File: src/drift_mass_redistribution_core_assert.svh
// Assertion macros for the drift mass redistribution core.
`ifndef DRIFT_MASS_REDISTRIBUTION_CORE_ASSERT_SVH
`define DRIFT_MASS_REDISTRIBUTION_CORE_ASSERT_SVH
`ifndef NO_ASSERTIONS
`define DRM_ASSERT_IMPL(label, clock, rstn, ante, cons) \
	label: assert property (@(posedge clock) disable iff (!rstn) (ante) |-> (cons)) \
		else $error("assertion failed: ante implies cons");
`define DRM_ASSERT_NEXT(label, clock, rstn, ante, cons) \
	label: assert property (@(posedge clock) disable iff (!rstn) (ante) |=> (cons)) \
		else $error("assertion failed: ante implies cons next cycle");
`else
`define DRM_ASSERT_IMPL(label, clock, rstn, ante, cons)
`define DRM_ASSERT_NEXT(label, clock, rstn, ante, cons)
`endif
`endif

File: src/drm_pkg.sv
// Shared types and constants of the drift mass redistribution core.
package drm_pkg;

	localparam int EXP_SUM_W  = 32;
	localparam int MASS_SUM_W = 48;
	localparam int MAG_W      = 16;
	localparam int QUO_W      = 32;
	localparam int HALF_W     = MASS_SUM_W / 2;

	localparam logic OP_ACCUM = 1'b0;
	localparam logic OP_DIST  = 1'b1;

	typedef struct packed {
		logic               operation;
		logic               first;
		logic signed [15:0] exposure;
		logic        [31:0] eroded_mass;
		logic        [31:0] precip_in;
	} drm_in_t;

	typedef struct packed {
		logic signed [32:0] deposition;
		logic        [31:0] precip_out;
		logic               no_drift;
		logic               saturated;
	} drm_out_t;

	typedef struct packed {
		logic start;
	} drm_div_ctl_t;

	typedef struct packed {
		logic done;
		logic ovf;
	} drm_div_sts_t;

endpackage

File: src/drm_muldiv.sv
// Iterative scale-and-divide unit: mag * mass_sum / exposure_sum, one bit per cycle.
module drm_muldiv (
	input  logic                              clk,
	input  logic                              arst_n,
	input  drm_pkg::drm_div_ctl_t             ctl,
	input  logic [drm_pkg::MAG_W-1:0]         mag,
	input  logic [drm_pkg::MASS_SUM_W-1:0]    mass_sum,
	input  logic [drm_pkg::EXP_SUM_W-1:0]     divisor,
	output drm_pkg::drm_div_sts_t             sts,
	output logic [drm_pkg::QUO_W-1:0]         quotient
);
	import drm_pkg::*;

	localparam int NUM_W  = 64;
	localparam int PROD_W = MAG_W + HALF_W;

	typedef enum logic [2:0] {
		ST_IDLE,
		ST_MUL_LO,
		ST_MUL_HI,
		ST_ADD,
		ST_CHK,
		ST_DIV
	} state_t;

	state_t                  state_q;
	logic [4:0]              cnt_q;
	logic                    done_q;
	logic                    ovf_q;
	logic [MAG_W-1:0]        mag_q;
	logic [MASS_SUM_W-1:0]   ms_q;
	logic [EXP_SUM_W-1:0]    div_q;
	logic [PROD_W-1:0]       plo_q;
	logic [PROD_W-1:0]       phi_q;
	logic [NUM_W-1:0]        num_q;

	logic [HALF_W-1:0]       mul_b;
	logic [PROD_W-1:0]       prod;
	logic [EXP_SUM_W:0]      opnd_a;
	logic [EXP_SUM_W+1:0]    diff;
	logic                    ge;

	// one multiplier, fed with the low or high half of the mass sum
	assign mul_b = (state_q == ST_MUL_HI) ? ms_q[MASS_SUM_W-1:HALF_W] : ms_q[HALF_W-1:0];
	assign prod  = PROD_W'(mag_q) * PROD_W'(mul_b);

	// one subtractor: overflow check on the upper half, then restoring steps
	assign opnd_a = (state_q == ST_CHK) ? {1'b0, num_q[NUM_W-1:QUO_W]}
	                                    : {num_q[NUM_W-1:QUO_W], num_q[QUO_W-1]};
	assign diff   = {1'b0, opnd_a} - {2'b00, div_q};
	assign ge     = !diff[EXP_SUM_W+1];

	always_ff @(posedge clk or negedge arst_n) begin
		if (!arst_n) begin
			state_q <= ST_IDLE;
			cnt_q   <= '0;
			done_q  <= 1'b0;
			ovf_q   <= 1'b0;
		end else begin
			done_q <= 1'b0;
			case (state_q)
				ST_IDLE: begin
					if (ctl.start) begin
						state_q <= ST_MUL_LO;
					end
				end
				ST_MUL_LO: state_q <= ST_MUL_HI;
				ST_MUL_HI: state_q <= ST_ADD;
				ST_ADD:    state_q <= ST_CHK;
				ST_CHK: begin
					cnt_q <= '0;
					if (ge) begin
						// quotient would not fit in 32 bits
						done_q  <= 1'b1;
						ovf_q   <= 1'b1;
						state_q <= ST_IDLE;
					end else begin
						state_q <= ST_DIV;
					end
				end
				ST_DIV: begin
					cnt_q <= cnt_q + 5'd1;
					if (cnt_q == 5'd31) begin
						done_q  <= 1'b1;
						ovf_q   <= 1'b0;
						state_q <= ST_IDLE;
					end
				end
				default: state_q <= ST_IDLE;
			endcase
		end
	end

	always_ff @(posedge clk) begin
		case (state_q)
			ST_IDLE: begin
				if (ctl.start) begin
					mag_q <= mag;
					ms_q  <= mass_sum;
					div_q <= divisor;
				end
			end
			ST_MUL_LO: plo_q <= prod;
			ST_MUL_HI: phi_q <= prod;
			ST_ADD:    num_q <= NUM_W'(plo_q) + (NUM_W'(phi_q) << HALF_W);
			ST_DIV: begin
				num_q <= {(ge ? diff[EXP_SUM_W-1:0] : opnd_a[EXP_SUM_W-1:0]),
				          num_q[QUO_W-2:0], ge};
			end
			default: ;
		endcase
	end

	assign sts.done = done_q;
	assign sts.ovf  = ovf_q;
	assign quotient = num_q[QUO_W-1:0];

endmodule

File: src/drift_mass_redistribution_core.sv
// Top level of the drift mass redistribution core: sums, sequencer and result register.
// An accumulate transaction completes in the cycle it is accepted and busy never rises.
// A distribute transaction for an unsheltered cell, or while the exposure sum is zero,
// shows its result in the cycle after acceptance, also without raising busy. A distribute
// transaction for a sheltered cell runs through the multiply/divide unit: two
// 16x24 multiplies, one add, an overflow check and 32 restoring divide steps on one
// subtractor, so busy stays high and no new transaction is accepted until the unit is
// done, skipping the divide steps when the quotient overflows 32 bits. Results
// are shown for one cycle with done high; the receiver must take them then.
`include "drift_mass_redistribution_core_assert.svh"

module drift_mass_redistribution_core (
	input  logic             clk,
	input  logic             arst_n,
	input  logic             start,
	output logic             busy,
	input  drm_pkg::drm_in_t item,
	output logic             done,
	output drm_pkg::drm_out_t result
);
	import drm_pkg::*;

	typedef enum logic {
		ST_IDLE,
		ST_WAIT
	} state_t;

	state_t                 state_q;
	logic                   done_q;
	drm_out_t               result_q;
	logic [EXP_SUM_W-1:0]   exp_sum_q;
	logic [MASS_SUM_W-1:0]  mass_sum_q;
	logic [31:0]            pin_q;

	logic                   accept;
	logic                   sheltered;
	logic [MAG_W-1:0]       mag;
	logic [EXP_SUM_W-1:0]   exp_base;
	logic [EXP_SUM_W:0]     exp_add;
	logic [MASS_SUM_W-1:0]  mass_base;
	logic [MASS_SUM_W:0]    mass_add;
	logic                   need_div;
	drm_div_ctl_t           div_ctl;
	drm_div_sts_t           div_sts;
	logic [QUO_W-1:0]       quotient;
	logic [32:0]            psum;

	assign accept    = start && !busy;
	assign sheltered = item.exposure[15];
	assign mag       = sheltered ? (~item.exposure + 16'sd1) : '0;

	assign exp_base  = item.first ? '0 : exp_sum_q;
	assign exp_add   = {1'b0, exp_base} + (EXP_SUM_W+1)'(mag);
	assign mass_base = item.first ? '0 : mass_sum_q;
	assign mass_add  = {1'b0, mass_base} + (MASS_SUM_W+1)'(item.eroded_mass);

	assign need_div      = accept && (item.operation == OP_DIST) && sheltered
	                       && (exp_sum_q != '0);
	assign div_ctl.start = need_div;

	drm_muldiv u_muldiv (
		.clk      (clk),
		.arst_n   (arst_n),
		.ctl      (div_ctl),
		.mag      (mag),
		.mass_sum (mass_sum_q),
		.divisor  (exp_sum_q),
		.sts      (div_sts),
		.quotient (quotient)
	);

	assign psum = {1'b0, pin_q} + {1'b0, quotient};

	// running sums, saturating at all ones
	always_ff @(posedge clk or negedge arst_n) begin
		if (!arst_n) begin
			exp_sum_q  <= '0;
			mass_sum_q <= '0;
		end else if (accept && (item.operation == OP_ACCUM)) begin
			exp_sum_q  <= exp_add[EXP_SUM_W] ? '1 : exp_add[EXP_SUM_W-1:0];
			mass_sum_q <= mass_add[MASS_SUM_W] ? '1 : mass_add[MASS_SUM_W-1:0];
		end
	end

	always_ff @(posedge clk or negedge arst_n) begin
		if (!arst_n) begin
			state_q  <= ST_IDLE;
			done_q   <= 1'b0;
			result_q <= '0;
			pin_q    <= '0;
		end else begin
			done_q <= 1'b0;
			case (state_q)
				ST_IDLE: begin
					if (accept && (item.operation == OP_DIST)) begin
						if (exp_sum_q == '0) begin
							done_q              <= 1'b1;
							result_q.deposition <= '0;
							result_q.precip_out <= item.precip_in;
							result_q.no_drift   <= 1'b1;
							result_q.saturated  <= 1'b0;
						end else if (!sheltered) begin
							done_q              <= 1'b1;
							result_q.deposition <= 33'sd0 - $signed({1'b0, item.eroded_mass});
							result_q.precip_out <= item.precip_in;
							result_q.no_drift   <= 1'b0;
							result_q.saturated  <= 1'b0;
						end else begin
							// hold precip until the quotient arrives
							pin_q   <= item.precip_in;
							state_q <= ST_WAIT;
						end
					end
				end
				ST_WAIT: begin
					if (div_sts.done) begin
						done_q            <= 1'b1;
						result_q.no_drift <= 1'b0;
						if (div_sts.ovf) begin
							result_q.deposition <= $signed({1'b0, 32'hFFFF_FFFF});
							result_q.precip_out <= '1;
							result_q.saturated  <= 1'b1;
						end else begin
							result_q.deposition <= $signed({1'b0, quotient});
							result_q.precip_out <= psum[32] ? '1 : psum[31:0];
							result_q.saturated  <= psum[32];
						end
						state_q <= ST_IDLE;
					end
				end
				default: state_q <= ST_IDLE;
			endcase
		end
	end

	assign busy   = (state_q == ST_WAIT);
	assign done   = done_q;
	assign result = result_q;

	`DRM_ASSERT_IMPL(a_flags_exclusive, clk, arst_n, done, !(result.no_drift && result.saturated))
	`DRM_ASSERT_IMPL(a_unit_done_busy, clk, arst_n, div_sts.done, busy)
	`DRM_ASSERT_NEXT(a_accum_silent, clk, arst_n, accept && (item.operation == OP_ACCUM), !done)
	`DRM_ASSERT_IMPL(a_sat_clips, clk, arst_n, done && result.saturated, result.precip_out == '1)

endmodule
File: config.mk
export PLATFORM = sky130hd
export DESIGN_NAME = drift_mass_redistribution_core
export DESIGN_NICKNAME = d
export VERILOG_FILES = /design/src/drm_pkg.sv /design/src/drm_muldiv.sv /design/src/drift_mass_redistribution_core.sv
export VERILOG_INCLUDE_DIRS = /design/src /design/src/src
export SDC_FILE = /design/constraint.sdc
export NUM_CORES = 2
export LEC_CHECK = 0
export ABC_AREA = 1
export BUFFER_PORTS_ARGS = -buffer_cell sky130_fd_sc_hd__buf_4
export CORE_UTILIZATION = 54
export CTS_BUF_LIST = sky130_fd_sc_hd__clkbuf_16
export DETAILED_ROUTE_END_ITERATION = 7
export GPL_ROUTABILITY_DRIVEN = 0
export PLACE_DENSITY = 0.78
export SYNTH_ARGS = -nofsm -noshare
export SYNTH_HDL_FRONTEND = slang
export SYNTH_SLANG_ARGS = --single-unit
File: constraint.sdc
create_clock -name clk -period 12.3 [get_ports clk]
set_clock_uncertainty 0.15 [all_clocks]
set_input_delay 0.615 -clock clk [delete_from_list [all_inputs] [get_ports clk]]
set_output_delay 0.615 -clock clk [all_outputs]
set_load 0.02 [all_outputs]
Yosys cells after proc, flatten, opt, wreduce, memory -nomap -nowiden

Cells that the tools add are included.

$add $sub $neg: 8
Multipliers: 1
Eq/ne operators: 12
Mux-type cells: 38
Bitwise operators: 4
Reductions and logical operators: 17

Operators by type and width:

| operator                                          | count |
|---|---|
| 2-to-1 mux 67 bit                                 | 4 |
| case mux 67 bit (2 select lines)                  | 1 |
| 2-to-1 mux 32 bit                                 | 4 |
| case mux 64 bit (2 select lines)                  | 1 |
| 2-to-1 mux 48 bit                                 | 2 |
| adder 40 x 64 -> 64 bit                           | 1 |
| 2-to-1 mux 64 bit                                 | 1 |
| adder 48 x 32 -> 49 bit                           | 1 |
| multiplier 16 x 24 -> 40 bit                      | 1 |
| subtractor 33 x 32 -> 34 bit                      | 1 |
| adder 32 x 16 -> 33 bit                           | 1 |
| adder 32 x 32 -> 33 bit                           | 1 |
| 2-to-1 mux 33 bit                                 | 1 |
| subtractor 1 x 32 -> 33 bit, first input constant | 1 |
| logical NOT 32 bit                                | 1 |
| nonzero test 32 bit                               | 1 |
| 2-to-1 mux 24 bit                                 | 1 |
| case mux 3 bit (6 select lines)                   | 1 |
| adder 16 x 1 -> 16 bit, second input constant     | 1 |
| 2-to-1 mux 16 bit                                 | 1 |
| inverter 16 bit                                   | 1 |
| 2-to-1 mux 1 bit                                  | 13 |
| case mux 5 bit (2 select lines)                   | 1 |
| 2-to-1 mux 3 bit                                  | 3 |
| 17 further kinds                                  | 35 |

Flip-flop bits (word level): 431
Input bits: 85
Logic and storage cells: 99

Longest topological paths before layout

Word-level depth: 7
Mapped depth: 32
Depth with buffers taken out: 30

Hierarchy

From an unflattened synthesis, not the netlist that was laid out.

Cells, all modules: 6,165
Area, all modules: 43,731.9 um^2

Modules (own cells, without submodules):

| module                         | instances | cells each | area an instance (um^2) | seq. area each (um^2) |
|---|---|---|---|---|
| drm_muldiv                     | 1         | 3,312      | 26,819.5                | 7,457.2 |
| drift_mass_redistribution_core | 1         | 2,853      | 16,912.5                | 4,529.3 |

Least setup slack after synthesis

No wires, ideal clock.

Path kind: register to register
Start: register u_muldiv.state_q[2]
End: register u_muldiv.phi_q[35] (data pin)
Setup time: 0.256 ns
Arrival time: 7.088 ns
Required time: 11.894 ns
Slack: 4.806 ns
Cell stages (with the launch flop): 30
Path buffers: 1
Clock period less this slack: 7.494 ns
Cell sequence: dfrtp_1 > nor2_1 > nand2_2 > inv_1 > clkbuf_1 > or2_2 > o21ai_2 > inv_1 > nand2_1 > fa_1 > inv_1 > fa_1 > inv_1 > fa_1 > inv_1 > fa_1 > fa_1 > inv_1 > fa_1 > inv_1 > ha_1 > nand2_1 > nor2_1 > inv_1 > nor2_1 > inv_1 > o21ai_0 > nand4_1 > nand3_1 > nand2_1

Cells in the longest elaborated chain, start to end: 3

Ends and longest elaborated chain:

| what                         | RTL line          | source |
|---|---|---|
| start: declaration           | drm_muldiv.sv:26  | `state_t state_q;` |
| start signal: assignment     | drm_muldiv.sv:55  | `state_q <= ST_IDLE;` |
| start signal: assignment     | drm_muldiv.sv:64  | `state_q <= ST_MUL_LO;` |
| start signal: assignment     | drm_muldiv.sv:67  | `ST_MUL_LO: state_q <= ST_MUL_HI;` |
| == test 3 x 2 -> 1 bit       | drm_muldiv.sv:44  | `assign mul_b = (state_q == ST_MUL_HI) ? ms_q[MASS_SUM_W-1:HALF_W] : ms_q[HALF_W-1:0];` |
| 2-to-1 mux 24 bit            | drm_muldiv.sv:44  |  |
| multiplier 16 x 24 -> 40 bit | drm_muldiv.sv:45  | `assign prod = PROD_W'(mag_q) * PROD_W'(mul_b);` |
| net u_muldiv.prod[35]        | drm_muldiv.sv:38  | `logic [PROD_W-1:0] prod;` |
| end signal: assignment       | drm_muldiv.sv:104 | `ST_MUL_HI: phi_q <= prod;` |
| end: declaration             | drm_muldiv.sv:34  | `logic [PROD_W-1:0] phi_q;` |

The timed path passes the listed nets, and every way through them passes these cells.
A chain may end at the register's enable or synchronous reset.

Worst setup path in the final report

Start: register u_muldiv.state_q[2]
End: register u_muldiv.plo_q[35] (data pin)

Cells in the longest elaborated chain, start to end: 3

Ends and longest elaborated chain:

| what                         | RTL line          | source |
|---|---|---|
| == test 3 x 2 -> 1 bit       | drm_muldiv.sv:44  |  |
| 2-to-1 mux 24 bit            | drm_muldiv.sv:44  |  |
| multiplier 16 x 24 -> 40 bit | drm_muldiv.sv:45  |  |
| net u_muldiv.prod[35]        | drm_muldiv.sv:38  |  |
| end signal: assignment       | drm_muldiv.sv:103 | `ST_MUL_LO: plo_q <= prod;` |
| end: declaration             | drm_muldiv.sv:33  | `logic [PROD_W-1:0] plo_q;` |

The timed path passes the listed nets, and every way through them passes these cells.

==> impl_metrics.ini <==
[global_routing]
grt_pass1_wl_mm = 211.2
antenna_found_initial = 2
grt-ovfl-total = 0
first_global_vias = 39163
grt.total_usage_pct = 33.26
largest_net_degree_at_the_start_of_global_routing = 87

[clock_network]
clock_tree.htree_level_count = 2
worstSkewPairLatency_ps = 640
post-cts-setup-buffers = 0
clock_transition_at_path_regs_ps = 70
number_of_buffers_on_the_longest_clock_path = 3
cts_root_buffer = sky130_fd_sc_hd__clkbuf_16
tritoncts_clock_tree = yes
clock-sinks = 431
cts-buffers-inserted = 50

[timing]
slew_headroom_pct = 21.95
rsz_0062_raised_after_global_routing = no
report.final.hold_viol_count = 0
max_freq_ghz = 0.1229
tns_ps = 0
min_period_ps = 8138
slew_worst_pin_ps = 1168
timing.final.crit_share_pct = 66.16
timing_max_transition_violations_final = 0
setup_viol_count_final = 0

[synthesis]
synth_enable_flop_cells = 240
distinct_cell_type_count_of_the_synthesized_netlist = 54
synth_ff_type = sky130_fd_sc_hd__edfxtp_1
postSynthRegisterBits = 431
async_reset_ff_share_pct = 44.32
ys_warn_count = 0
syn_nets = 6687
synth-seq-area-share_pct = 27.89
syn_area_um2 = 42970
synthCells = 6047
syn_area_per_cell_um2 = 7.106

[routing]
detail_route.iter0.violations = 4507
drc = 0
routed_wirelength_mm = 133.6
wirelength_met1_mm = 51.96
wire_per_inst_um = 18.48
postRouteAntennaNets = 0
detail_route.vias_per_cell = 5.555
routed-via-count = 40172
route.met2.wl_mm = 59.54
maxUsedRoutingLayer = met5
dr.pass1.iters = 7
met3WireLength_mm = 14.23

[critical_path]
critical_path.max_stage_delay_ps = 540
crit_fanout = 47
critical_setup_path_class = reg2reg
data_required_time_of_the_critical_path_ps = 12530
cp-end-kind = flip-flop
worstRegToRegCells = 29
cp.arrival_ps = 8370
reg2reg_slack_ps = 4160
path_delay_family = adder cells
worstPathBufferInverterCount = 10
crit_top_cell = sky130_fd_sc_hd__inv_1
reg2reg_from = u_muldiv.state_q[2]
worstSetupStartpointType = flip-flop
reg2reg_to = u_muldiv.plo_q[35]
cpMaxStageDelayCell = sky130_fd_sc_hd__buf_4

[final_layout]
area.growth.synth_to_final_pct = 8.761
num-nets-final = 6779
layout_utilization_pct = 59.26
final_layout_size_suffix_gt1_share_pct = 5.808

[floorplanning]
initial_core_util_pct = 54.48
design.core.area_um2 = 78870
fp-row-count = 103
i_o_pins = 154
width_of_the_die_um = 284.1
floorplan.die.height_um = 284.1
die_area_um2 = 80710

[min_path]
min_path_cells = 3
hold_path_end = pin_q[17]
min-delay-path-class = in2reg
min-delay-start = item[17]

[place]
hpwlAfterDp_mm = 106.7
io_buffers = 153

[outcome]
run_status = finished clean

[job]
maxCapViolCount = 0
## cells in the mapped netlist (36+ instances only)
library cell	number	area, um^2
sky130_fd_sc_hd__xor2_1	99	867.1
sky130_fd_sc_hd__clkbuf_1	92	345.3
sky130_fd_sc_hd__nor3_1	49	245.2
sky130_fd_sc_hd__or2_2	36	225.2
sky130_fd_sc_hd__nand4_1	61	381.6
sky130_fd_sc_hd__nand3_1	320	1602
sky130_fd_sc_hd__a21oi_1	176	880.8
sky130_fd_sc_hd__ha_1	244	3053
sky130_fd_sc_hd__fa_1	311	6226
sky130_fd_sc_hd__inv_1	1143	4290
sky130_fd_sc_hd__edfxtp_1	240	7207
sky130_fd_sc_hd__nor2_1	689	2586
sky130_fd_sc_hd__nand2_1	1865	7000
sky130_fd_sc_hd__o21ai_0	264	1321
sky130_fd_sc_hd__dfrtp_1	191	4780
## tightest hold or removal path: cells and delay by family
kind | cells | cell delay, ps
AO/OA/AOI/OAI | 1 | 80
buffers and inverters | 2 | 170
## per-layer routing
layer  vias to the layer above  GRT usage (%)
li1                      18814              -
met1                     18708          42.66
met2                      2164          53.03
met3                       484          6.982
met4                         2          17.31
met5                         -              0
## flip-flops by register name, indices dropped and copies added, names as in the netlist
register	cells
busy	1
done	1
exp_sum_q	32
mass_sum_q	48
pin_q	32
result	67
u_muldiv.cnt_q	5
u_muldiv.div_q	32
u_muldiv.done_q	1
u_muldiv.mag_q	16
u_muldiv.ms_q	48
u_muldiv.num_q	64
u_muldiv.ovf_q	1
u_muldiv.phi_q	40
u_muldiv.plo_q	40
u_muldiv.state_q	3
## what timing repair did
item	in CTS	in global routing
hold endpoints to repair	53	0
hold buffers	1	0
gates resized for setup	0	0
endpoints found under the setup margin	0	0
## cell families after synthesis
family | Yosys count | synth area share (%)
and+or+nand+nor | 3089 | 29.31
buffers and inverters | 1301 | 11.65
adders and majority gates | 555 | 21.59
AOI/OAI and AO/OA | 540 | 6.892
DFF | 431 | 27.89
xor gates and xnor gates | 131 | 2.670
## layout make-up
| class | count | area [um^2] |
|---|---|---|
| tap | 1050 | 1314 |
| multi-input combinational | 4315 | 26030 |
| antenna | 1 | 2.502 |
| timing repair buffer | 179 | 1353 |
| fill | 7174 | 32130 |
| inverter | 1162 | 4363 |
| clock inverter | 43 | 414.1 |
| sequential | 431 | 11990 |
| clock buffer | 51 | 1276 |
## stage by stage
| step | cell area [um^2] | std cells | hold slack, ps | setup slack (ps) |
|---|---|---|---|---|
| after global placement | 45030 | 7136 | 278.8 | 4482 |
| after detailed placement | 45030 | 7136 | 284.6 | 4277 |
| after global routing | 46730 | 7231 | 126.9 | 3744 |
| after floorplan | 42970 | 6047 | 169.4 | 4806 |
| after CTS | 46730 | 7231 | 88.39 | 4262 |
| final | 46740 | 7232 | 111.2 | 4162 |
## how the worst max path moves through the flow
stage               depth (start not counted)            endpoint           startpoint
finish                                     29  u_muldiv.plo_q[35]  u_muldiv.state_q[2]
global route                               25  u_muldiv.plo_q[34]  u_muldiv.state_q[2]
CTS                                        29  u_muldiv.plo_q[35]  u_muldiv.state_q[2]
detailed placement                         29  u_muldiv.phi_q[35]  u_muldiv.state_q[2]
global placement                           26  u_muldiv.phi_q[20]  u_muldiv.state_q[2]
floorplan                                  29  u_muldiv.phi_q[35]  u_muldiv.state_q[2]
## cells in the final DEF, fill, tap and decap left out, types with 19 or more instances in the layout
cell type                   synthesis  layout
sky130_fd_sc_hd__xnor2_1           32      32
sky130_fd_sc_hd__a21oi_1          176     176
sky130_fd_sc_hd__edfxtp_1         240     240
sky130_fd_sc_hd__or2_2             36      36
sky130_fd_sc_hd__inv_1           1143    1148
sky130_fd_sc_hd__o21a_1            33      33
sky130_fd_sc_hd__nand2_1         1865    1864
sky130_fd_sc_hd__xor2_1            99      99
sky130_fd_sc_hd__nor2_1           689     686
sky130_fd_sc_hd__dfrtp_1          191     191
sky130_fd_sc_hd__o21ai_0          264     263
sky130_fd_sc_hd__nor3_1            49      48
sky130_fd_sc_hd__ha_1             244     244
sky130_fd_sc_hd__clkbuf_16          0      51
sky130_fd_sc_hd__nand3_1          320     318
sky130_fd_sc_hd__buf_4              8     177
sky130_fd_sc_hd__fa_1             311     311
sky130_fd_sc_hd__nand4_1           61      61
sky130_fd_sc_hd__o21bai_1          19      19
Power is not shown: default switching activity piles up to over one toggle a cycle in this logic, so the estimate is an artifact.
